$ cat src/rtl/sbmq_pkg.sv
// sbmq_pkg: shared constants for the shared-buffer multi-queue block
// default sizes, field widths and result status codes
// no dependencies
`timescale 1ns / 1ps

package sbmq_pkg;

    localparam int DEPTH_DEF  = 16;
    localparam int QUEUES_DEF = 4;

    localparam int DATA_W = 32;
    localparam int QID_W  = 2;
    localparam int ST_W   = 2;

    localparam logic MODE_ENQ = 1'b0;
    localparam logic MODE_DEQ = 1'b1;

    localparam logic [ST_W-1:0] ST_DONE  = 2'd0;
    localparam logic [ST_W-1:0] ST_FULL  = 2'd1;
    localparam logic [ST_W-1:0] ST_EMPTY = 2'd2;

endpackage

$ cat src/rtl/shared_buffer_multi_queue.sv
// shared_buffer_multi_queue: fifo queues sharing one entry store via linked lists
// uses sbmq_pkg for sizes and status codes, sbmq_ram for all stores
//
// usage:
//   slave channel s_*: one beat is one request. s_tuser = {queue_id, mode}
//   (mode 0 enqueue, 1 dequeue), s_tdata = word to enqueue.
//   master channel m_*: one result beat per request. m_tdata = dequeued word
//   (zero otherwise), m_tuser = status (done, no free entry, queue empty).
//   a small sequencer walks each request through the ram ports: queue
//   head/tail read, then entry link/data read, then the link writes. the
//   link ram has a single write port, so an enqueue takes a second write state.
//   an enqueue passes the read, write and second write states, a dequeue
//   the read and write states, a rejected request only the read state;
//   each then waits in the output state. s_tready is high only while the
//   sequencer is idle, so a new request is not taken until the last has left it.
//   the result sits in an output register; a new request is accepted while
//   it waits, and the sequencer holds the next result until it is taken.
//   reset makes every queue empty and the whole store free. entries not yet
//   handed out are tracked by a fill count, so no clearing pass is needed.
`timescale 1ns / 1ps

module shared_buffer_multi_queue #(
    parameter int DEPTH  = sbmq_pkg::DEPTH_DEF,
    parameter int QUEUES = sbmq_pkg::QUEUES_DEF
) (
    input  logic                        clk,
    input  logic                        rst_n,
    input  logic                        s_tvalid,
    output logic                        s_tready,
    input  logic [sbmq_pkg::DATA_W-1:0] s_tdata,   // [31:0] data_in
    input  logic [sbmq_pkg::QID_W:0]    s_tuser,   // [0] mode, [2:1] queue_id
    output logic                        m_tvalid,
    input  logic                        m_tready,
    output logic [sbmq_pkg::DATA_W-1:0] m_tdata,   // [31:0] data_out
    output logic [sbmq_pkg::ST_W-1:0]   m_tuser    // [1:0] status
);

    localparam int PW = $clog2(DEPTH + 1);
    localparam int IW = $clog2(DEPTH);
    localparam int QW = (QUEUES > 1) ? $clog2(QUEUES) : 1;
    localparam logic [PW-1:0] NIL = PW'(DEPTH);

    localparam logic [2:0] S_IDLE = 3'd0;
    localparam logic [2:0] S_RDQ  = 3'd1;
    localparam logic [2:0] S_ENQ  = 3'd2;
    localparam logic [2:0] S_ENQ2 = 3'd3;
    localparam logic [2:0] S_DEQ  = 3'd4;
    localparam logic [2:0] S_OUT  = 3'd5;

    logic [2:0]                      state_reg, state_next;
    logic                            mode_reg, mode_next;
    logic [sbmq_pkg::QID_W-1:0]      q_reg, q_next;
    logic [sbmq_pkg::DATA_W-1:0]     word_reg, word_next;
    logic [PW-1:0]                   e_reg, e_next;
    logic                            hempty_reg, hempty_next;
    logic [PW-1:0]                   free_head_reg, free_head_next;
    logic [PW-1:0]                   fill_reg, fill_next;
    logic [QUEUES-1:0]               head_vld_reg, head_vld_next;
    logic [sbmq_pkg::DATA_W-1:0]     res_data_reg, res_data_next;
    logic [sbmq_pkg::ST_W-1:0]       res_status_reg, res_status_next;
    logic                            out_valid_reg, out_valid_next;
    logic [sbmq_pkg::DATA_W-1:0]     out_data_reg, out_data_next;
    logic [sbmq_pkg::ST_W-1:0]       out_status_reg, out_status_next;

    // ram ports
    logic [QW-1:0]               q_raddr, q_waddr;
    logic                        head_we, tail_we;
    logic [PW-1:0]               head_wdata, head_rd;
    logic [IW-1:0]               tail_rd;
    logic                        link_we, data_we;
    logic [IW-1:0]               link_waddr, ent_raddr;
    logic [PW-1:0]               link_wdata, link_rd;
    logic [sbmq_pkg::DATA_W-1:0] data_rd;

    logic          in_range;
    logic          head_vld_q;
    logic          head_live;
    logic [PW-1:0] chk_ptr;
    logic          chk_ok;
    logic [PW-1:0] e_sel;
    logic          fill_hit;
    logic [PW-1:0] link_eff;
    logic          out_load;

    assign q_waddr  = QW'(q_reg);
    assign in_range = (int'(q_reg) < QUEUES);
    assign head_vld_q = in_range ? head_vld_reg[q_waddr] : 1'b0;
    assign head_live  = head_vld_q && (head_rd < NIL);

    // shared pointer check: free head while deciding, queue tail while linking
    assign chk_ptr = (state_reg == S_ENQ) ? PW'(tail_rd) : free_head_reg;
    assign chk_ok  = (chk_ptr < NIL);

    assign e_sel = (mode_reg == sbmq_pkg::MODE_DEQ) ? head_rd : free_head_reg;

    // entries at or above the fill count were never handed out: link is i+1
    assign fill_hit = (e_reg >= fill_reg);
    assign link_eff = fill_hit ? (e_reg + PW'(1)) : link_rd;

    assign q_raddr   = (state_reg == S_IDLE) ? QW'(s_tuser[sbmq_pkg::QID_W:1]) : q_waddr;
    assign ent_raddr = (state_reg == S_RDQ) ? e_sel[IW-1:0] : e_reg[IW-1:0];

    assign s_tready = (state_reg == S_IDLE);
    assign out_load = (state_reg == S_OUT) && (!out_valid_reg || m_tready);

    always_comb
    begin
        state_next      = state_reg;
        mode_next       = mode_reg;
        q_next          = q_reg;
        word_next       = word_reg;
        e_next          = e_reg;
        hempty_next     = hempty_reg;
        free_head_next  = free_head_reg;
        fill_next       = fill_reg;
        head_vld_next   = head_vld_reg;
        res_data_next   = res_data_reg;
        res_status_next = res_status_reg;
        head_we    = 1'b0;
        head_wdata = e_reg;
        tail_we    = 1'b0;
        link_we    = 1'b0;
        link_waddr = e_reg[IW-1:0];
        link_wdata = NIL;
        data_we    = 1'b0;

        case (state_reg)
            S_IDLE:
            begin
                if (s_tvalid)
                begin
                    mode_next  = s_tuser[0];
                    q_next     = s_tuser[sbmq_pkg::QID_W:1];
                    word_next  = s_tdata;
                    state_next = S_RDQ;
                end
            end
            S_RDQ:
            begin
                hempty_next = !head_live;
                e_next      = e_sel;
                if (mode_reg == sbmq_pkg::MODE_ENQ)
                begin
                    if (!in_range || !chk_ok)
                    begin
                        res_data_next   = '0;
                        res_status_next = sbmq_pkg::ST_FULL;
                        state_next      = S_OUT;
                    end
                    else
                    begin
                        state_next = S_ENQ;
                    end
                end
                else
                begin
                    if (!head_live)
                    begin
                        res_data_next   = '0;
                        res_status_next = sbmq_pkg::ST_EMPTY;
                        state_next      = S_OUT;
                    end
                    else
                    begin
                        state_next = S_DEQ;
                    end
                end
            end
            S_ENQ:
            begin
                free_head_next = link_eff;
                if (fill_hit)
                begin
                    fill_next = e_reg + PW'(1);
                end
                tail_we = 1'b1;
                data_we = 1'b1;
                if (hempty_reg)
                begin
                    head_we                = 1'b1;
                    head_wdata             = e_reg;
                    head_vld_next[q_waddr] = 1'b1;
                end
                else if (chk_ok)
                begin
                    link_we    = 1'b1;
                    link_waddr = tail_rd;
                    link_wdata = e_reg;
                end
                state_next = S_ENQ2;
            end
            S_ENQ2:
            begin
                link_we         = 1'b1;
                link_waddr      = e_reg[IW-1:0];
                link_wdata      = NIL;
                res_data_next   = '0;
                res_status_next = sbmq_pkg::ST_DONE;
                state_next      = S_OUT;
            end
            S_DEQ:
            begin
                head_we         = 1'b1;
                head_wdata      = link_eff;
                link_we         = 1'b1;
                link_waddr      = e_reg[IW-1:0];
                link_wdata      = free_head_reg;
                free_head_next  = e_reg;
                res_data_next   = data_rd;
                res_status_next = sbmq_pkg::ST_DONE;
                state_next      = S_OUT;
            end
            S_OUT:
            begin
                if (out_load)
                begin
                    state_next = S_IDLE;
                end
            end
            default:
            begin
                state_next = S_IDLE;
            end
        endcase
    end

    always_comb
    begin
        out_valid_next  = out_valid_reg;
        out_data_next   = out_data_reg;
        out_status_next = out_status_reg;
        if (out_load)
        begin
            out_valid_next  = 1'b1;
            out_data_next   = res_data_reg;
            out_status_next = res_status_reg;
        end
        else if (m_tready)
        begin
            out_valid_next = 1'b0;
        end
    end

    always_ff @(posedge clk or negedge rst_n)
    begin
        if (!rst_n)
        begin
            state_reg     <= S_IDLE;
            free_head_reg <= '0;
            fill_reg      <= '0;
            head_vld_reg  <= '0;
            out_valid_reg <= 1'b0;
        end
        else
        begin
            state_reg     <= state_next;
            free_head_reg <= free_head_next;
            fill_reg      <= fill_next;
            head_vld_reg  <= head_vld_next;
            out_valid_reg <= out_valid_next;
        end
    end

    always_ff @(posedge clk)
    begin
        mode_reg       <= mode_next;
        q_reg          <= q_next;
        word_reg       <= word_next;
        e_reg          <= e_next;
        hempty_reg     <= hempty_next;
        res_data_reg   <= res_data_next;
        res_status_reg <= res_status_next;
        out_data_reg   <= out_data_next;
        out_status_reg <= out_status_next;
    end

    sbmq_ram #(.WIDTH(PW), .DEPTH(QUEUES)) u_head_ram (
        .clk   (clk),
        .we    (head_we),
        .waddr (q_waddr),
        .wdata (head_wdata),
        .raddr (q_raddr),
        .rdata (head_rd)
    );

    sbmq_ram #(.WIDTH(IW), .DEPTH(QUEUES)) u_tail_ram (
        .clk   (clk),
        .we    (tail_we),
        .waddr (q_waddr),
        .wdata (e_reg[IW-1:0]),
        .raddr (q_raddr),
        .rdata (tail_rd)
    );

    sbmq_ram #(.WIDTH(PW), .DEPTH(DEPTH)) u_link_ram (
        .clk   (clk),
        .we    (link_we),
        .waddr (link_waddr),
        .wdata (link_wdata),
        .raddr (ent_raddr),
        .rdata (link_rd)
    );

    sbmq_ram #(.WIDTH(sbmq_pkg::DATA_W), .DEPTH(DEPTH)) u_data_ram (
        .clk   (clk),
        .we    (data_we),
        .waddr (e_reg[IW-1:0]),
        .wdata (word_reg),
        .raddr (ent_raddr),
        .rdata (data_rd)
    );

    assign m_tvalid = out_valid_reg;
    assign m_tdata  = out_data_reg;
    assign m_tuser  = out_status_reg;

`ifndef NO_ASSERTIONS
    // fill count and free head never pass the null mark
    a_fill_bound: assert property (@(posedge clk) disable iff (!rst_n)
        (fill_reg <= NIL) && (free_head_reg <= NIL))
        else $error("fill count or free head out of range");

    // a new result beat only appears out of the output state
    a_out_src: assert property (@(posedge clk) disable iff (!rst_n)
        $rose(m_tvalid) |-> $past(state_reg == S_OUT))
        else $error("result appeared outside output state");

    // a successful dequeue hands its entry back to the free list
    a_deq_free: assert property (@(posedge clk) disable iff (!rst_n)
        (state_reg == S_DEQ) |=> (free_head_reg == $past(e_reg)))
        else $error("dequeued entry not returned to free list");

    // status code is always one of the three defined values
    a_status: assert property (@(posedge clk) disable iff (!rst_n)
        m_tvalid |-> (m_tuser != 2'd3))
        else $error("undefined status code on result");
`endif

endmodule

$ cat src/rtl/sbmq_ram.sv
// sbmq_ram: generic single-write, single-read ram with registered read data
// used for every store of the multi-queue block; no dependencies
`timescale 1ns / 1ps

module sbmq_ram #(
    parameter int WIDTH = 32,
    parameter int DEPTH = 16
) (
    input  logic                                     clk,
    input  logic                                     we,
    input  logic [((DEPTH > 1) ? $clog2(DEPTH) : 1)-1:0] waddr,
    input  logic [WIDTH-1:0]                         wdata,
    input  logic [((DEPTH > 1) ? $clog2(DEPTH) : 1)-1:0] raddr,
    output logic [WIDTH-1:0]                         rdata
);

    logic [WIDTH-1:0] mem [DEPTH];

    always_ff @(posedge clk)
    begin
        if (we)
        begin
            mem[waddr] <= wdata;
        end
        rdata <= mem[raddr];
    end

endmodule

$ cat config.mk
export PLATFORM = sky130hd
export DESIGN_NAME = shared_buffer_multi_queue
export DESIGN_NICKNAME = d
export VERILOG_FILES = /design/src/rtl/sbmq_pkg.sv /design/src/rtl/shared_buffer_multi_queue.sv /design/src/rtl/sbmq_ram.sv
export SDC_FILE = /design/constraint.sdc
export NUM_CORES = 1
export LEC_CHECK = 0
export CORE_UTILIZATION = 39
export DETAILED_ROUTE_END_ITERATION = 8
export DONT_BUFFER_PORTS = 1
export PLACE_DENSITY_LB_ADDON = 0.15
export SLEW_MARGIN = 10
export SYNTH_ARGS = -nofsm -noshare
export SYNTH_HDL_FRONTEND = slang
export SYNTH_SLANG_ARGS = --single-unit
$ cat constraint.sdc
create_clock -name clk -period 9.05 [get_ports clk]
set_input_delay 0.4525 -clock clk [delete_from_list [all_inputs] [get_ports clk]]
set_output_delay 0.4525 -clock clk [all_outputs]
set_load 0.02 [all_outputs]
==> flow_summary.toml, run 1 <==
[clocking]
clockBufferDepth = 3
root_buffer = "clkbuf_16"
cts.repair.resized = 0
postCtsSetupBuffers = 0
cts_tree = "yes"
clk_pin_slew_ns = 0.06
h-tree-depth = 3
clk_latency_ns = 0.64
holdBufCountCts = 36
numCtsBuffers = 83
clock-sinks = 801

[setup_path]
cpPeakStageDelay_ns = 0.85
cp_num_buf_inv = 3
cp_max_fo = 53
cp.arrival_ns = 5.61
crit_required_ns = 9.54
cpLargestDelayFamily = "buffers and inverters"
critPathSlowestCell = "mux2i_4"
critical_path_class = "register to register"
path_cells = "or3b_1 > clkinv_2 > mux2i_4 > buf_4 > buf_4 > mux2i_1 > o22ai_1 > or4_1"
critPathMostFrequentCell = "buf_4"
startpoint_type = "register"
cp-end-kind = "register"

[routing]
dr.pass1.iters = 5
drc = 0
drtAntennaViolNets = 0
wl_per_cell_um = 26.1
routed_wl_mm = 75.0
vias = 16000
drt_iter0_drc = 1337
viasPerCell = 5.56

[layout]
drive_above_1_share = 0.111
final_cell_mix = "edfxtp_1, nor2_1, o22ai_1"
final_common_cell = "edfxtp_1"
multi_input_area_um2 = 5910
stdcell_count = 2876
top_regs = "u_data_ram.mem: 512 flops, u_link_ram.mem: 80 flops"
areaGrowthSynthToFinish_pct = 14.7
regMostFlops = "u_data_ram.mem"
fillCellCount = 6491
nNetsFinal = 1885
seq_area_um2 = 23500
largest_register_ffs = 512

[place]
hpwl_mm = 39.4
port_buffers = 0
placed_cells = 2685
place_ws_ns = 3.85
gp_congestion = 0.774

[floorplan]
die_h_um = 278
io_pins = 75
fp-row-count = 100
fp.dieArea_um2 = 77200
die_x_um = 278
fp.coreArea_um2 = 74800
initial_utilization = 0.397

[synth]
synth_seq_cells = 801
netlist_instances = 1779
synth_area_per_cell_um2 = 16.7
synth_fp_nets = 1827
ys_types = 51
ys.flop_type = "edfxtp_1"
netlist_area_um2 = 29700
ys_warn_count = 0
synth-edff-count = 737
yosysSeqAreaShare = 0.792
async_reset_ff_frac = 0.0225

[power]
power.density_nw_per_um2 = 343
p_leak_uw = 0.0111
ir_worst_vdd_v = 0.000248

[timing]
finalCritPeriodShare = 0.565
rsz0062_at_grt = "false"
setup_viol = 0
worst_slack_ns = 3.94
slew_headroom = 0.354
hold_viol = 0
period_needed_ns = 5.11
maxClockFrequency_ghz = 0.196
maxSlewViolCount = 0
worstMarginPinSlew_ns = 0.968
finClkSkew_ns = 0.0258
fin_tns_setup_ns = 0

[job]
maxCapViolations = 0

[outcome]
status = "finished clean"

[global_routing]
antenna_found_initial = 5
grt_remaining_overflow = 0
grt_max_degree = 66
grt_pass1_wl_mm = 109
grt_pass1_vias = 16000
grt.total_usage = 0.194

[worst_hold_path]
hold_class = "primary input to register"
## worst register-to-register path: stages (launching register included)
cell and delay (ns):
dfrtp_1 0.56, or3b_1 0.61, clkinv_2 0.39, mux2i_4 0.85, buf_4 0.80, buf_4 0.79
mux2i_1 0.33, o22ai_1 0.10, or4_1 0.55
## per-layer routing
layer | global-route usage | routed length, um | part of all wire
met5 | 0 | 17 | 0.00023
met4 | 0.0554 | 1470 | 0.020
met3 | 0.0321 | 4370 | 0.058
met2 | 0.303 | 34900 | 0.46
met1 | 0.280 | 34300 | 0.46
## synth_stat cells, types with 15 or more instances
master / number / area share
inv_1: 15 / 0.0019
edfxtp_1: 737 / 0.75
o221ai_1: 37 / 0.011
clkbuf_1: 76 / 0.0096
dfxtp_1: 46 / 0.031
and2_1: 36 / 0.0076
o22ai_1: 119 / 0.025
dfrtp_1: 18 / 0.015
mux2i_1: 107 / 0.036
a211oi_1: 45 / 0.011
or4_1: 35 / 0.0089
nand2_1: 31 / 0.0039
nor4_1: 16 / 0.0034
o21ai_0: 79 / 0.013
nor2_1: 167 / 0.021
nor3_1: 61 / 0.010
## where the power goes
part | switching (uW) | internal [uW] | total, uW
clock network | 1390 | 1960 | 3350
registers | 453 | 4670 | 5130
logic | 2120 | 1060 | 3180
total | 3970 | 7690 | 11700
## layout make-up
| type | instances | share of cell area |
|---|---|---|
| repair buffers | 72 | 0.0185 |
| clock inverters | 33 | 0.00975 |
| inverters | 17 | 0.00191 |
| multi-input cells | 862 | 0.174 |
| diodes | 3 | 0.000221 |
| flip-flops and latches | 801 | 0.691 |
| well taps | 969 | 0.0356 |
| clock buffers | 119 | 0.0692 |
## stage by stage
stage	total power (uW)	hold WS, ns	instance area [um2]	utilization
6_report	11700	0.0631	34000	0.455
5_1_grt	12200	0.0673	34000	0.455
4_1_cts	11800	0.0231	34000	0.455
3_5_place_dp	8400	0.158	31000	0.414
3_3_place_gp	8350	0.158	31000	0.414
2_1_floorplan	7140	0.157	29700	-
## final timing paths
kind,from,endpoint,slack (ns),cells past startpoint
min,s_tvalid,state_reg[0],0.06,2
max in group asynchronous,rst_n,m_tvalid,8.06,1
min reg2reg,res_data_reg[27],m_tdata[27],0.41,0
max reg2reg,state_reg[0],u_data_ram.rdata[3],3.94,8
min in group asynchronous,rst_n,fill_reg[0],0.42,1
max,state_reg[0],u_data_ram.rdata[3],3.94,8
## logic make-up after synthesis
group,count (synthesis),synth area share
AO/OA/AOI/OAI,343,0.0768
XOR/XNOR,3,0.000886
adder cells (fa/ha/maj),9,0.00380
buffers and inverters,116,0.0170
flip-flops,801,0.792
multiplexers,122,0.0456
AND/OR/NAND/NOR,385,0.0638
(Power assumes the default switching activity.)
==> run 2: changes to the inputs <==
==> constraint.sdc (replaced) <==
create_clock -name clk -period 5.2 [get_ports clk]
set_input_delay 0.26 -clock clk [delete_from_list [all_inputs] [get_ports clk]]
set_output_delay 0.26 -clock clk [all_outputs]
set_load 0.02 [all_outputs]
==> flow_summary.toml, run 2 (same netlist as run 1, synthesis figures left out) <==
[layout]
final_common_cell = "edfxtp_1"
nNetsFinal = 1899
largest_register_ffs = 512
areaGrowthSynthToFinish_pct = 15.2
final_cell_mix = "edfxtp_1, nor2_1, o22ai_1"
top_regs = "u_data_ram.mem: 512 flops, u_link_ram.mem: 80 flops"
fillCellCount = 6430
final_area_um2 = 34200
regMostFlops = "u_data_ram.mem"
drive_above_1_share = 0.115

[power]
fin_total_pwr_uw = 20400
power.density_nw_per_um2 = 598
ir_worst_vdd_v = 0.000575
p_leak_uw = 0.0112

[clocking]
h-tree-depth = 3
numCtsBuffers = 86
clk_pin_slew_ns = 0.06
cts_tree = "yes"
clk_latency_ns = 0.63
clockBufferDepth = 3
postCtsSetupBuffers = 0
root_buffer = "clkbuf_16"
clock-sinks = 801

[floorplan]
fp.dieArea_um2 = 77200
io_pins = 75
die_h_um = 278
fp-row-count = 100
die_x_um = 278
initial_utilization = 0.397
fp.coreArea_um2 = 74800

[routing]
dr.pass1.iters = 5
viasPerCell = 5.57
drc = 0
drt_iter0_drc = 1552
wl_per_cell_um = 26.2
vias = 16100
drtAntennaViolNets = 0
routed_wl_mm = 75.7

[setup_path]
critical_path_class = "register to register"
path_cells = "or3b_1 > clkinv_2 > mux2i_1 > nand2_2 > buf_4 > o221ai_1 > nor4_1 > or4_1"
cp_num_buf_inv = 2
critical_path.startpoint = "state_reg[0]"
cp_max_fo = 40
cp-end-kind = "register"
critPathSlowestCell = "or3b_1"
reg2reg_from = "state_reg[0]"
cpLargestDelayFamily = "simple AND/OR/NAND/NOR gates"
crit_required_ns = 5.70
cp.arrival_ns = 4.43
cpPeakStageDelay_ns = 0.60
startpoint_type = "register"

[place]
place_area_um2 = 31100
port_buffers = 0
gp_congestion = 0.796
hpwl_mm = 41.7

[timing]
slew_headroom = 0.143
period_needed_ns = 3.93
hold_viol = 0
setup_viol = 0
finalCritPeriodShare = 0.755
rsz0062_at_grt = "false"
worstMarginPinSlew_ns = 1.29
finClkSkew_ns = 0.0267
fin_tns_setup_ns = 0
maxSlewViolCount = 0
maxClockFrequency_ghz = 0.255

[global_routing]
grt.total_usage = 0.196
antenna_found_initial = 2
grt_pass1_vias = 16000
grt_max_degree = 119
grt_remaining_overflow = 0
grt_pass1_wl_mm = 110

[outcome]
status = "finished clean"

[worst_hold_path]
hp-start = "m_tready"
hold_class = "primary input to register"

[job]
maxCapViolations = 0
-- run 2: changes by cell type in the layout (fill, tap and decap cells not counted), moves of 3 or more --
cell / before / now
clkinv_1: 9 / 16
buf_4: 36 / 44
clkbuf_16: 85 / 89
clkinv_2: 13 / 19
clkbuf_1: 24 / 21
clkbuf_8: 10 / 7
-- run 2: layout make-up --
type	count	area, um2	area share
sequential	801	23500	0.688
clock inverter	43	347	0.0101
inverter	17	65.1	0.00190
timing repair buffer	83	741	0.0217
tap	969	1210	0.0355
clock buffer	117	2400	0.0703
antenna	1	2.50	0.0000732
multi-input combinational	862	5900	0.173
-- run 2: metal layers --
metal,up-vias,global-route usage,share of wire
met3,119,0.0415,0.065
met1,8246,0.275,0.45
li1,7234,-,-
met4,0,0.0514,0.023
met2,508,0.310,0.46
met5,-,0,0
-- run 2: path summary, 6_finish.rpt --
path | to | cells past startpoint | slack (ns)
max | u_data_ram.rdata[24] | 8 | 1.27
min | m_tvalid | 2 | 0.002
max reg2reg | u_data_ram.rdata[24] | 8 | 1.27
min reg2reg | m_tdata[11] | 0 | 0.42
max in group asynchronous | state_reg[2] | 1 | 4.40
min in group asynchronous | fill_reg[2] | 1 | 0.22
-- run 2: what timing repair did --
item	in CTS	in global routing
gates resized for setup	0	0
hold buffers	37	0
setup endpoints to repair	0	0
hold endpoints to repair	54	0
-- run 2: where the power goes --
| group | leakage, uW | switching [uW] | internal (uW) |
|---|---|---|---|
| logic | 0.00251 | 3720 | 1890 |
| clock network | 0.00136 | 2460 | 3480 |
| registers | 0.00735 | 751 | 8130 |
-- run 2: stage by stage --
stage / utilization / setup WS (ns) / std cells / hold WS, ns
finish: 0.457 / 1.27 / 2893 / 0.00230
global route: 0.457 / 1.08 / 2892 / 0.0170
CTS: 0.457 / 1.27 / 2892 / 0.0243
detailed placement: 0.415 / 1.30 / 2695 / -0.0350
global placement: 0.415 / 1.34 / 2695 / -0.0344
floorplan: - / 0.953 / 1779 / -0.0356
